`src/rtl/core/sjf_preemptive_scheduler_core_assert.svh`:
```
// Assertion macros for the SJF scheduler core
`ifndef SJF_PREEMPTIVE_SCHEDULER_CORE_ASSERT_SVH
`define SJF_PREEMPTIVE_SCHEDULER_CORE_ASSERT_SVH
// implication checked every clock outside reset
`define SJF_ASSERT_IMPL(lbl, clk, rst_n, a, c) \
    lbl: assert property (@(posedge clk) disable iff (!rst_n) (a) |-> (c)) \
        else $error("assertion failed");
// next-cycle implication
`define SJF_ASSERT_NEXT(lbl, clk, rst_n, a, c) \
    lbl: assert property (@(posedge clk) disable iff (!rst_n) (a) |=> (c)) \
        else $error("assertion failed");
`endif

```
`src/rtl/core/sjfs_pkg.sv`:
```
// Package: types and constants for the SJF scheduler core
`default_nettype none
package sjfs_pkg;
    localparam int QueueDepth = 16;
    localparam int MaxCpus    = 8;
    localparam int QW         = $clog2(QueueDepth);
    localparam int CW         = $clog2(MaxCpus);
    localparam logic [23:0] SentinelQ = 24'(999 << 8);

    localparam logic [1:0] OP_ENQ = 2'd0;
    localparam logic [1:0] OP_SCH = 2'd1;
    localparam logic [1:0] OP_REL = 2'd2;

    typedef struct packed {
        logic [1:0]  op;
        logic [7:0]  pid;
        logic [15:0] last_burst;
        logic [23:0] predicted_burst;
        logic [2:0]  cpu;
        logic [15:0] elapsed;
    } t_req;

    typedef struct packed {
        logic        assigned_valid;
        logic [7:0]  assigned_pid;
        logic        preempted;
        logic [7:0]  preempted_pid;
        logic [23:0] chosen_prediction;
        logic        queue_full;
    } t_rsp;

    typedef struct packed {
        logic [7:0]  pid;
        logic [15:0] last;
        logic [23:0] pred;
    } t_entry;

    typedef enum logic [3:0] {
        ST_IDLE, ST_SCAN, ST_SCAN_W, ST_DECIDE, ST_SHIFT_RD, ST_SHIFT_WR,
        ST_APPEND, ST_OUT
    } t_state;

    typedef struct packed {
        logic        we;
        logic [QW-1:0] waddr;
        t_entry      wdata;
        logic [QW-1:0] raddr;
    } t_memctl;
endpackage
`default_nettype wire

```
`src/rtl/core/sjf_preemptive_scheduler_core.sv`:
```
// Top level: SJF preemptive scheduler with ready-table memory
// Usage:
//   Request channel i_req/i_req_valid/o_req_stall, response channel
//   o_rsp/o_rsp_valid/i_rsp_stall; one response per request.
//   i_decay_weight_we/i_decay_weight write the weight (saturates at 256).
// Operation:
//   enqueue, release, unused op and schedule on an empty table go straight
//   to the output state. Schedule otherwise reads each of the N ready entries
//   from memory, registers its prediction and compares it; the response follows
//   when nothing is chosen or the running process stays. When a process is
//   assigned, every entry after the chosen one is moved down by a read and a
//   write state before the append state. One request is in work at a time.
// Reset: synchronous active low; ready count and running slots cleared,
//   weight 128. Table contents stay undefined until written.
// Stall: a response waits in the output register while i_rsp_stall is
//   high; o_req_stall stays high until the response is taken.
`default_nettype none
module sjf_preemptive_scheduler_core
    import sjfs_pkg::*;
(
    input  wire logic       i_clk,
    input  wire logic       i_rst_n,
    input  wire t_req       i_req,
    input  wire logic       i_req_valid,
    output logic            o_req_stall,
    output t_rsp            o_rsp,
    output logic            o_rsp_valid,
    input  wire logic       i_rsp_stall,
    input  wire logic       i_decay_weight_we,
    input  wire logic [8:0] i_decay_weight
);
    t_state r_st, n_st;
    t_req   r_req;
    logic [8:0] r_w;
    logic [QW:0] r_cnt, n_cnt;
    logic [QW:0] r_i, n_i;
    logic [QW-1:0] r_best, n_best;
    logic r_found, n_found;
    logic [23:0] r_min, n_min;
    logic [7:0] r_cpid, n_cpid;
    logic [MaxCpus-1:0] r_rv;
    logic [7:0]  r_rpid [MaxCpus];
    logic [23:0] r_rpred [MaxCpus];
    t_rsp r_rsp, n_rsp;
    logic r_ov;
    t_memctl mc;
    t_entry rd;
    logic [23:0] p;
    logic [23:0] used, rem;
    logic [CW-1:0] cidx;
    logic cok, acc, lastscan;

    assign acc = i_req_valid && !o_req_stall;
    assign o_req_stall = (r_st != ST_IDLE) || r_ov;
    assign o_rsp = r_rsp;
    assign o_rsp_valid = r_ov;
    assign cidx = r_req.cpu[CW-1:0];
    assign cok = (32'(r_req.cpu) < MaxCpus);

    sjfs_ready_ram u_ram (.i_clk(i_clk), .i_ctl(mc), .o_rdata(rd));
    sjfs_predict u_pred (.i_clk(i_clk), .i_w(r_w), .i_last(rd.last),
                         .i_pred(rd.pred), .o_p(p));

    always_comb begin
        used = {r_req.elapsed, 8'd0};
        rem = (r_rpred[cidx] >= used) ? r_rpred[cidx] - used : 24'd0;
    end

    assign lastscan = (r_i + 1'b1 >= r_cnt);

    always_comb begin
        n_st = r_st;
        case (r_st)
            ST_IDLE: if (acc) n_st = (i_req.op == OP_SCH && r_cnt != '0) ? ST_SCAN : ST_OUT;
            ST_SCAN: n_st = ST_SCAN_W;
            ST_SCAN_W: n_st = ST_DECIDE;
            ST_DECIDE: begin
                if (!lastscan) n_st = ST_SCAN;
                else if (!n_found || (r_rv[cidx] && rem <= n_min)) n_st = ST_OUT;
                else n_st = ST_SHIFT_RD;
            end
            ST_SHIFT_RD: n_st = (r_i + 1'b1 < r_cnt) ? ST_SHIFT_WR : ST_APPEND;
            ST_SHIFT_WR: n_st = ST_SHIFT_RD;
            ST_APPEND: n_st = ST_OUT;
            ST_OUT: n_st = ST_IDLE;
            default: n_st = ST_IDLE;
        endcase
    end

    always_comb begin
        n_cnt = r_cnt; n_i = r_i; n_best = r_best; n_found = r_found;
        n_min = r_min; n_cpid = r_cpid; n_rsp = r_rsp;
        mc = '0;
        mc.raddr = r_i[QW-1:0];
        case (r_st)
            ST_IDLE: begin
                n_i = '0; n_found = 1'b0; n_min = SentinelQ;
                if (acc) begin
                    n_rsp = '0;
                    if (i_req.op == OP_ENQ) begin
                        if (r_cnt >= (QW+1)'(QueueDepth)) begin
                            n_rsp.queue_full = 1'b1;
                        end else begin
                            mc.we = 1'b1;
                            mc.waddr = r_cnt[QW-1:0];
                            mc.wdata = '{i_req.pid, i_req.last_burst, i_req.predicted_burst};
                            n_cnt = r_cnt + 1'b1;
                        end
                    end
                end
            end
            ST_DECIDE: begin
                if (p < r_min) begin
                    n_min = p; n_best = r_i[QW-1:0]; n_found = 1'b1; n_cpid = rd.pid;
                end
                if (!lastscan) n_i = r_i + 1'b1;
                else n_i = (QW+1)'(n_best);
            end
            ST_SHIFT_RD: mc.raddr = QW'(r_i + 1'b1);
            ST_SHIFT_WR: begin
                mc.we = 1'b1; mc.waddr = r_i[QW-1:0]; mc.wdata = rd;
                n_i = r_i + 1'b1;
            end
            ST_APPEND: begin
                if (r_rv[cidx]) begin
                    mc.we = 1'b1; mc.waddr = QW'(r_cnt - 1'b1);
                    mc.wdata = '{r_rpid[cidx], r_req.elapsed, rem};
                    n_rsp.preempted = 1'b1; n_rsp.preempted_pid = r_rpid[cidx];
                end else begin
                    n_cnt = r_cnt - 1'b1;
                end
            end
            ST_OUT: begin
                if (r_req.op == OP_SCH && cok && r_rv[cidx]) begin
                    n_rsp.assigned_valid = 1'b1;
                    n_rsp.assigned_pid = r_rpid[cidx];
                    n_rsp.chosen_prediction = r_rpred[cidx];
                end
            end
            default: ;
        endcase
    end

    always_ff @(posedge i_clk) begin
        if (!i_rst_n) begin
            r_st <= ST_IDLE; r_cnt <= '0; r_rv <= '0; r_ov <= 1'b0; r_w <= 9'd128;
        end else begin
            r_st <= n_st; r_cnt <= n_cnt;
            if (i_decay_weight_we) r_w <= i_decay_weight;
            if (r_ov && !i_rsp_stall) r_ov <= 1'b0;
            if (r_st == ST_OUT) begin
                r_ov <= 1'b1;
                if (r_req.op == OP_REL && cok) r_rv[cidx] <= 1'b0;
            end
            if (r_st == ST_APPEND) r_rv[cidx] <= 1'b1;
        end
    end

    always_ff @(posedge i_clk) begin
        if (acc) r_req <= i_req;
        r_i <= n_i; r_best <= n_best; r_found <= n_found; r_min <= n_min;
        r_cpid <= n_cpid;
        if (r_st == ST_APPEND) begin
            r_rpid[cidx] <= r_cpid; r_rpred[cidx] <= r_min;
        end
        r_rsp <= n_rsp;
    end

    `include "sjf_preemptive_scheduler_core_assert.svh"
    `SJF_ASSERT_IMPL(a_cnt_max, i_clk, i_rst_n, 1'b1, r_cnt <= (QW+1)'(QueueDepth))
    `SJF_ASSERT_NEXT(a_out_valid, i_clk, i_rst_n, r_st == ST_OUT, o_rsp_valid)
    `SJF_ASSERT_IMPL(a_no_acc_busy, i_clk, i_rst_n, r_st != ST_IDLE, o_req_stall)
endmodule
`default_nettype wire

```
`src/rtl/core/sjfs_ready_ram.sv`:
```
// Ready table memory, one write and one registered read port
`default_nettype none
module sjfs_ready_ram
    import sjfs_pkg::*;
(
    input  wire logic    i_clk,
    input  wire t_memctl i_ctl,
    output t_entry       o_rdata
);
    t_entry r_mem [QueueDepth];
    always_ff @(posedge i_clk) begin
        if (i_ctl.we) begin
            r_mem[i_ctl.waddr] <= i_ctl.wdata;
        end
        o_rdata <= r_mem[i_ctl.raddr];
    end
endmodule
`default_nettype wire

```
`src/rtl/core/sjfs_predict.sv`:
```
// Registered exponential-average prediction unit
`default_nettype none
module sjfs_predict
    import sjfs_pkg::*;
(
    input  wire logic        i_clk,
    input  wire logic [8:0]  i_w,
    input  wire logic [15:0] i_last,
    input  wire logic [23:0] i_pred,
    output logic [23:0]      o_p
);
    logic [8:0]  w;
    logic [33:0] a, b;
    logic [34:0] s;
    assign w = (i_w > 9'd256) ? 9'd256 : i_w;
    always_comb begin
        a = 34'(w) * 34'({i_last, 8'd0});
        b = 34'(9'd256 - w) * 34'(i_pred);
        s = 35'(a) + 35'(b);
    end
    always_ff @(posedge i_clk) begin
        o_p <= s[31:8];
    end
endmodule
`default_nettype wire

```
`config.mk`:
```
export PLATFORM = sky130hd
export DESIGN_NAME = sjf_preemptive_scheduler_core
export DESIGN_NICKNAME = d
export VERILOG_FILES = /design/src/rtl/core/sjfs_pkg.sv /design/src/rtl/core/sjf_preemptive_scheduler_core.sv /design/src/rtl/core/sjfs_ready_ram.sv /design/src/rtl/core/sjfs_predict.sv
export VERILOG_INCLUDE_DIRS = /design/src /design/src/rtl/core
export SDC_FILE = /design/constraint.sdc
export NUM_CORES = 2
export LEC_CHECK = 0
export BUFFER_PORTS_ARGS = -buffer_cell sky130_fd_sc_hd__buf_2
export CORE_MARGIN = 8
export CORE_UTILIZATION = 60
export CTS_CLUSTER_DIAMETER = 120
export DETAILED_ROUTE_END_ITERATION = 12
export GPL_TIMING_DRIVEN = 0
export PLACE_DENSITY = 0.77
export SKIP_LAST_GASP = 1
export SLEW_MARGIN = 30
export SYNTH_ARGS = -nofsm -noshare
export SYNTH_HDL_FRONTEND = slang
export SYNTH_SLANG_ARGS = --single-unit
```
`constraint.sdc`:
```
create_clock -name i_clk -period 10.3 [get_ports i_clk]
set_clock_uncertainty 0.15 [all_clocks]
set_input_delay 1.545 -clock i_clk [delete_from_list [all_inputs] [get_ports i_clk]]
set_output_delay 1.545 -clock i_clk [all_outputs]
set_load 0.01 [all_outputs]
```
# Word level (Yosys, flattened, before mapping)
# Memories as Yosys holds them, arrays and structs flattened. A register that Yosys moved wholly into a read port is not among the register bits.
# Index checks and enable logic that the tools add are counted.
[classes]
bitwise_logic = 3
add_sub_neg = 6
magnitude_cmp = 9
mul = 2
eq_ne = 16
n_reduce_logical = 24
mux = 51
[ops]
columns = ["cell", "count"]
rows = [
  ["$mux W53", 4],
  ["$pmux W53 S3", 1],
  ["$pmux W24 S2", 2],
  ["$mux W24", 3],
  ["$mux W43", 1],
  ["$pmux W9 S2", 2],
  ["$mul A34 B24 Y32", 1],
  ["$add A32 B32 Y32", 1],
  ["$mux W8", 4],
  ["$pmux W4 S7", 1],
  ["$mux W9", 3],
  ["$mux W5", 5],
  ["$ge A24 B24 Y1", 1],
  ["$le A24 B24 Y1", 1],
  ["$lt A24 B24 Y1", 1],
  ["$mul A9 B16 Y24", 1],
  ["$sub A24 B24 Y24", 1],
  ["$eq A4 B3 Y1 const B", 4],
  ["$pmux W5 S3", 1],
  ["$mux W3", 4],
  ["$mux W4", 3],
  ["$ne A2 B2 Y1 const B", 6],
  ["$mux W1", 11],
  ["$add A5 B1 Y5 const B", 2],
  ["32 further kinds", 47],
]
[word_totals]
ram_bits = 1024
in_bits = 83
register_bits = 157
output_inout_bits = 45
mem_count = 3
[memory_table]
columns = ["memory", "depth", "word_bits", "rd", "rd_ports_with_merged_regs", "wr", "line", "source"]
rows = [
  ["u_ram.r_mem", 16, 48, 1, 1, 1, "sjfs_ready_ram.sv:10", "t_entry r_mem [QueueDepth];"],
  ["r_rpred", 8, 24, 1, 1, 1, "sjf_preemptive_scheduler_core.sv:43", "logic [23:0] r_rpred [MaxCpus];"],
  ["r_rpid", 8, 8, 1, 1, 1, "sjf_preemptive_scheduler_core.sv:42", "logic [7:0] r_rpid [MaxCpus];"],
]

# Logic depth before layout (Yosys ltp)
[depth]
word_depth = 11
depth_mapped = 37
depth_no_buf = 35

# Modules after synthesis
# A second synthesis with hierarchy kept.
[hier_totals]
cells_unflattened = 4125
area_unflattened_um2 = 62842.8
[modules_own_cells]
columns = ["module", "cells_each", "area_per_inst_um2", "instances", "seq_area_each_um2"]
rows = [
  ["sjfs_ready_ram", 1242, 29691.0, 1, 24023.0],
  ["sjf_preemptive_scheduler_core", 1254, 17815.8, 1, 11200.7],
  ["sjfs_predict", 1629, 15336.0, 1, 480.5],
]

# Worst setup path after synthesis
# No wires, ideal clock.
[synth_timing]
path_type = "reg2reg"
from = "register r_w[8]"
to = "register u_pred.o_p[23]"
setup_time_ps = 122
t_arrival_ps = 8448
required_ps = 10028
slack_ps = 1580
n_path_buf = 3
stages_incl_launch_ff = 34
path_cell_list = "dfxtp_1 > and2b_1 > clkbuf_1 > buf_1 > nand2_1 > fa_1 > inv_1 > fa_1 > fa_1 > inv_1 > fa_1 > inv_1 > ha_1 > or4_1 > a311o_1 > nand3_1 > nor2_1 > a31oi_1 > nand2b_1 > a21oi_1 > xor2_1 > fa_1 > fa_1 > fa_1 > fa_1 > inv_1 > ha_1 > clkbuf_1 > nor3_1 > a2111oi_0 > a211oi_1 > a311oi_2 > xnor2_1 > xnor2_1"
[synth_via]
elab_chain_len = 5
word_cells_on_any_way = 6
classes_between = "add/sub (2); mul (2); order compare (1); mux (1)"
[synth_lines]
columns = ["element", "line", "source"]
rows = [
  ["start, declared", "sjf_preemptive_scheduler_core.sv:34", "logic [8:0] r_w;"],
  ["start signal, assigned", "sjf_preemptive_scheduler_core.sv:149", "if (i_decay_weight_we) r_w <= i_decay_weight;"],
  ["$gt A9 B9 Y1", "sjfs_predict.sv:15", "assign w = (i_w > 9'd256) ? 9'd256 : i_w;"],
  ["$mux W9 (*)", "sjfs_predict.sv:15", ""],
  ["$sub A9 B9 Y10", "sjfs_predict.sv:18", "b = 34'(9'd256 - w) * 34'(i_pred);"],
  ["$mul A34 B24 Y32", "sjfs_predict.sv:18", ""],
  ["$add A32 B32 Y32 (*)", "sjfs_predict.sv:19", "s = 35'(a) + 35'(b);"],
  ["net u_pred.s[31]", "sjfs_predict.sv:14", "logic [34:0] s;"],
  ["end signal, assigned", "sjfs_predict.sv:22", "o_p <= s[31:8];"],
  ["end, declared", "sjfs_predict.sv:10", "output logic [23:0] o_p"],
]
# The timed path passes the listed nets; every way through them passes the cells marked *.
# A chain may end at the register's enable or synchronous reset.

# Worst setup path after layout
# Ends and elaborated chain as after synthesis.

==> results.md <==
* Status: finished, final reports clean
* Remaining antenna violation count at 0
* Most used cell, CP: fa_1
* Ys async rst share at 0
* Drt pass-1 iters at 9
* GR Overflow Total at 0
* # DRC at 0
* WL/cell at 29.33 um
* DP Area at 67,740 sq um
* TritonCTS clock tree: done
* IO Port Bufs at 126
* Post-detail-place hpwl at 124,500 um
* Final RePlAce weighted congestion at 0.9351
* Syn Std Cell Area at 63,190 sq um
* Worst-case reg-to-reg path depth at 33
* Clk sinks at 1,231
* Endpoint class of the critical path: register
* Hold path cells at 0
* Initial Util at 0.6029
* Die H at 340.5 um
* Vias/cell at 6.354
* Core Region at 104,800 sq um
* Mapped Cells at 4,066
* Min-delay src: u_ram.o_rdata[40]
* Post-synth EDFFs at 1,105
* Placed instance count at 5,721
* Worst setup SP type: register
* Slowest stage delay, CP at 530 ps
* Fillers at 6,740
* CP max stage cell: fa_1
* Net count, final at 5,136
* Hold WC Path Type: reg -> reg
* Final hold violations at 0
* RR Startpoint: r_w[8]
* Top FF cell, synth: edfxtp_1
* Worst Tran Pin Value at 1105 ps
* CTS root buf: clkbuf_16
* Layout cells sized above 1 at 0.1843
* Min Hold Slack at 298.0 ps
* H-tree Lvls at 3
* FP Rows at 119
* Clock period minus worst slack at 9792 ps
* Initial drt markers at 4,999
* Setup Crit Path Kind: reg -> reg
* RR Endpoint: u_pred.o_p[23]
* Area Overhead vs Synth at 13.40%
* Non-Filler Instances at 5,948
* CTS clk-pin slew, worst paths at 70 ps
* Max Buffers Root-to-Sink at 3
* DIE AREA at 116,000 sq um
* Vias at 37,800
* Skew-Pair Late Insertion Delay at 740 ps
* Yosys Warn Count at 0
* Mean Syn Cell Area at 15.54 sq um
* Total I/O pin count at 128
* All-layer global routing usage at 0.3000
* Die width at 340.5 um
* Area of the multi-input gates at 25,120 sq um
* Global-route wire length before repair at 255,200 um
* Unrepaired setup endpoints after global routing: false
* Data arrival, critical path at 10,220 ps
* Fin area at 71,670 sq um
* Final period utilization at 0.9507
* Reg2Reg Setup Slack at 510 ps
* Largest net degree at the start of global routing at 26
* Cts hold-fix bufs at 0
* Area occupied by registers at 35,700 sq um
* Vias in the first global route at 38,970
* Synth unique cells at 79
* FF+latch count, synth at 1,231
* Seq/Total Area, Yosys at 0.5650
* Worst rel slew slack at 0.2637
* Max_cap viols at 0
* Worst EP required at 10,730 ps
* Hold EP: r_cpid[0]
* CTS Buf Count at 116
* Final WL at 174,400 um
* Slew Limit Fails at 0
* Max Clk Rate at 102.1 MHz
* Setup Viol. Count Final at 0
* Initial antenna violation count at 16
* CP max FO at 10
[metal layers]
metal,share of wire,track usage
met2,0.46,0.4682
met1,0.36,0.4042
met3,0.12,0.07188
met4,0.053,0.1365
met5,0.00019,0
[flip-flops by register name, summed over array words and instances (netlist names), named ones only]
signal	cells
cidx	3
r_rv	8
r_w	9
r_cpid	8
o_rsp_valid	1
u_pred.o_p	24
r_req	18
r_min	24
r_st	3
r_rpred	192
r_cnt	5
u_ram.o_rdata	48
r_found	1
r_rpid	64
u_ram.r_mem	768
r_i	5
o_rsp	43
r_best	4
[stage by stage]
step | worst slack, ps | utilization | setup TNS, ps
after floorplan | 1580 | - | 0
after global placement | -53.25 | 0.6270 | -101.5
after detailed placement | -156.4 | 0.6462 | -284.5
after CTS | 37.02 | 0.6831 | 0
after global routing | 3.804 | 0.6836 | 0
final | 508.2 | 0.6837 | 0
[synth_stat cells, drive strengths merged, types with 3 or more instances]
library cell	count	share of area
o31a	4	0.00055
dfxtp	126	0.040
o21a	31	0.0037
clkbuf	128	0.0076
a22o	6	0.00083
fa	401	0.13
a211oi	6	0.00071
a21boi	4	0.00048
edfxtp	1105	0.53
ha	208	0.041
or2	7	0.00069
and2b	6	0.00071
o21ai	59	0.0047
and3	6	0.00059
xnor2	57	0.0079
a21oi	55	0.0044
inv	547	0.032
mux2i	46	0.0073
a222oi	16	0.0025
mux4	306	0.11
a21o	46	0.0055
o31ai	3	0.00057
a211o	4	0.00055
a22oi	29	0.0034
a31o	3	0.00042
o211a	4	0.00063
o21bai	6	0.00071
buf	55	0.0040
a221o	3	0.00048
nand2b	20	0.0020
xor2	26	0.0036
nor4	8	0.0010
and2	185	0.018
nand4	13	0.0013
a31oi	4	0.00049
nor2	134	0.0080
nand3	22	0.0017
nand2	262	0.016
nor2b	24	0.0025
nor3	27	0.0021
mux2	20	0.0036
or3	10	0.0011
[worst max path at each step]
stage	startpoint	end	slack, ps	depth (start not counted)
2_1_floorplan	r_w[8]	u_pred.o_p[23]	1580	33
6_report	r_w[8]	u_pred.o_p[23]	510	33
3_5_place_dp	r_w[8]	u_pred.o_p[23]	-160	33
5_1_grt	r_w[8]	u_pred.o_p[23]	4	32
3_3_place_gp	r_w[8]	u_pred.o_p[20]	-50	32
4_1_cts	r_w[8]	u_pred.o_p[23]	40	33
[worst max-delay path: cells and delay by family (launching register included)]
kind,cells,cell delay [ps]
AOI/OAI and AO/OA,6,1610
xor gates and xnor gates,3,670
adders and majority gates,10,4460
buffers and inverters,7,1140
DFF,1,410
and+or+nand+nor,7,1260
[timing repair]
item,4_1_cts,5_1_grt
buffers inserted,0,1
pin swaps,0,0
endpoints found under the setup margin,3,6
gates resized for setup,2,18
[final cells by class]
type / count / area share
Sequential cell: 1231 / 0.4982
Multi-Input combinational cell: 2146 / 0.3505
Clock buffer: 149 / 0.04293
Timing Repair Buffer: 224 / 0.03391
Inverter: 547 / 0.02865
Tap cell: 1391 / 0.02429
Clock inverter: 73 / 0.01095
Buffer: 178 / 0.01027
Antenna cell: 9 / 0.0003143
[layout by cell type (no fill, tap or decap), drive strengths merged, types with 7 or more instances in the layout]
cell type     n
nor4          8
nand2b       20
conb         43
nor2        134
bufinv       11
nand2       262
nand3        22
nand4        13
a22oi        29
buf         273
or2           7
xor2         26
xnor2        57
clkbuf      278
clkinv       54
or3          10
a222oi       16
mux2         20
a21oi        55
a21o         46
mux2i        46
diode         9
dfxtp       126
edfxtp     1105
inv         549
o21a         31
o21ai        59
nor3         27
nor2b        24
ha          208
mux4        306
fa          401
and2        185
[kinds of logic after synthesis]
family          count (synthesis)  synth area share
other cells                     2         0.0001188
mux                           372            0.1199
fa+ha+maj                     609            0.1682
compound gates                307           0.03453
xor+xnor                       83           0.01150
buf+inv                       730           0.04409
simple gates                  732           0.05665
flops                        1231            0.5650
Power is left out: the tool's default activity adds up to more than one toggle a clock period on the data nets, which glitch-free logic cannot reach.
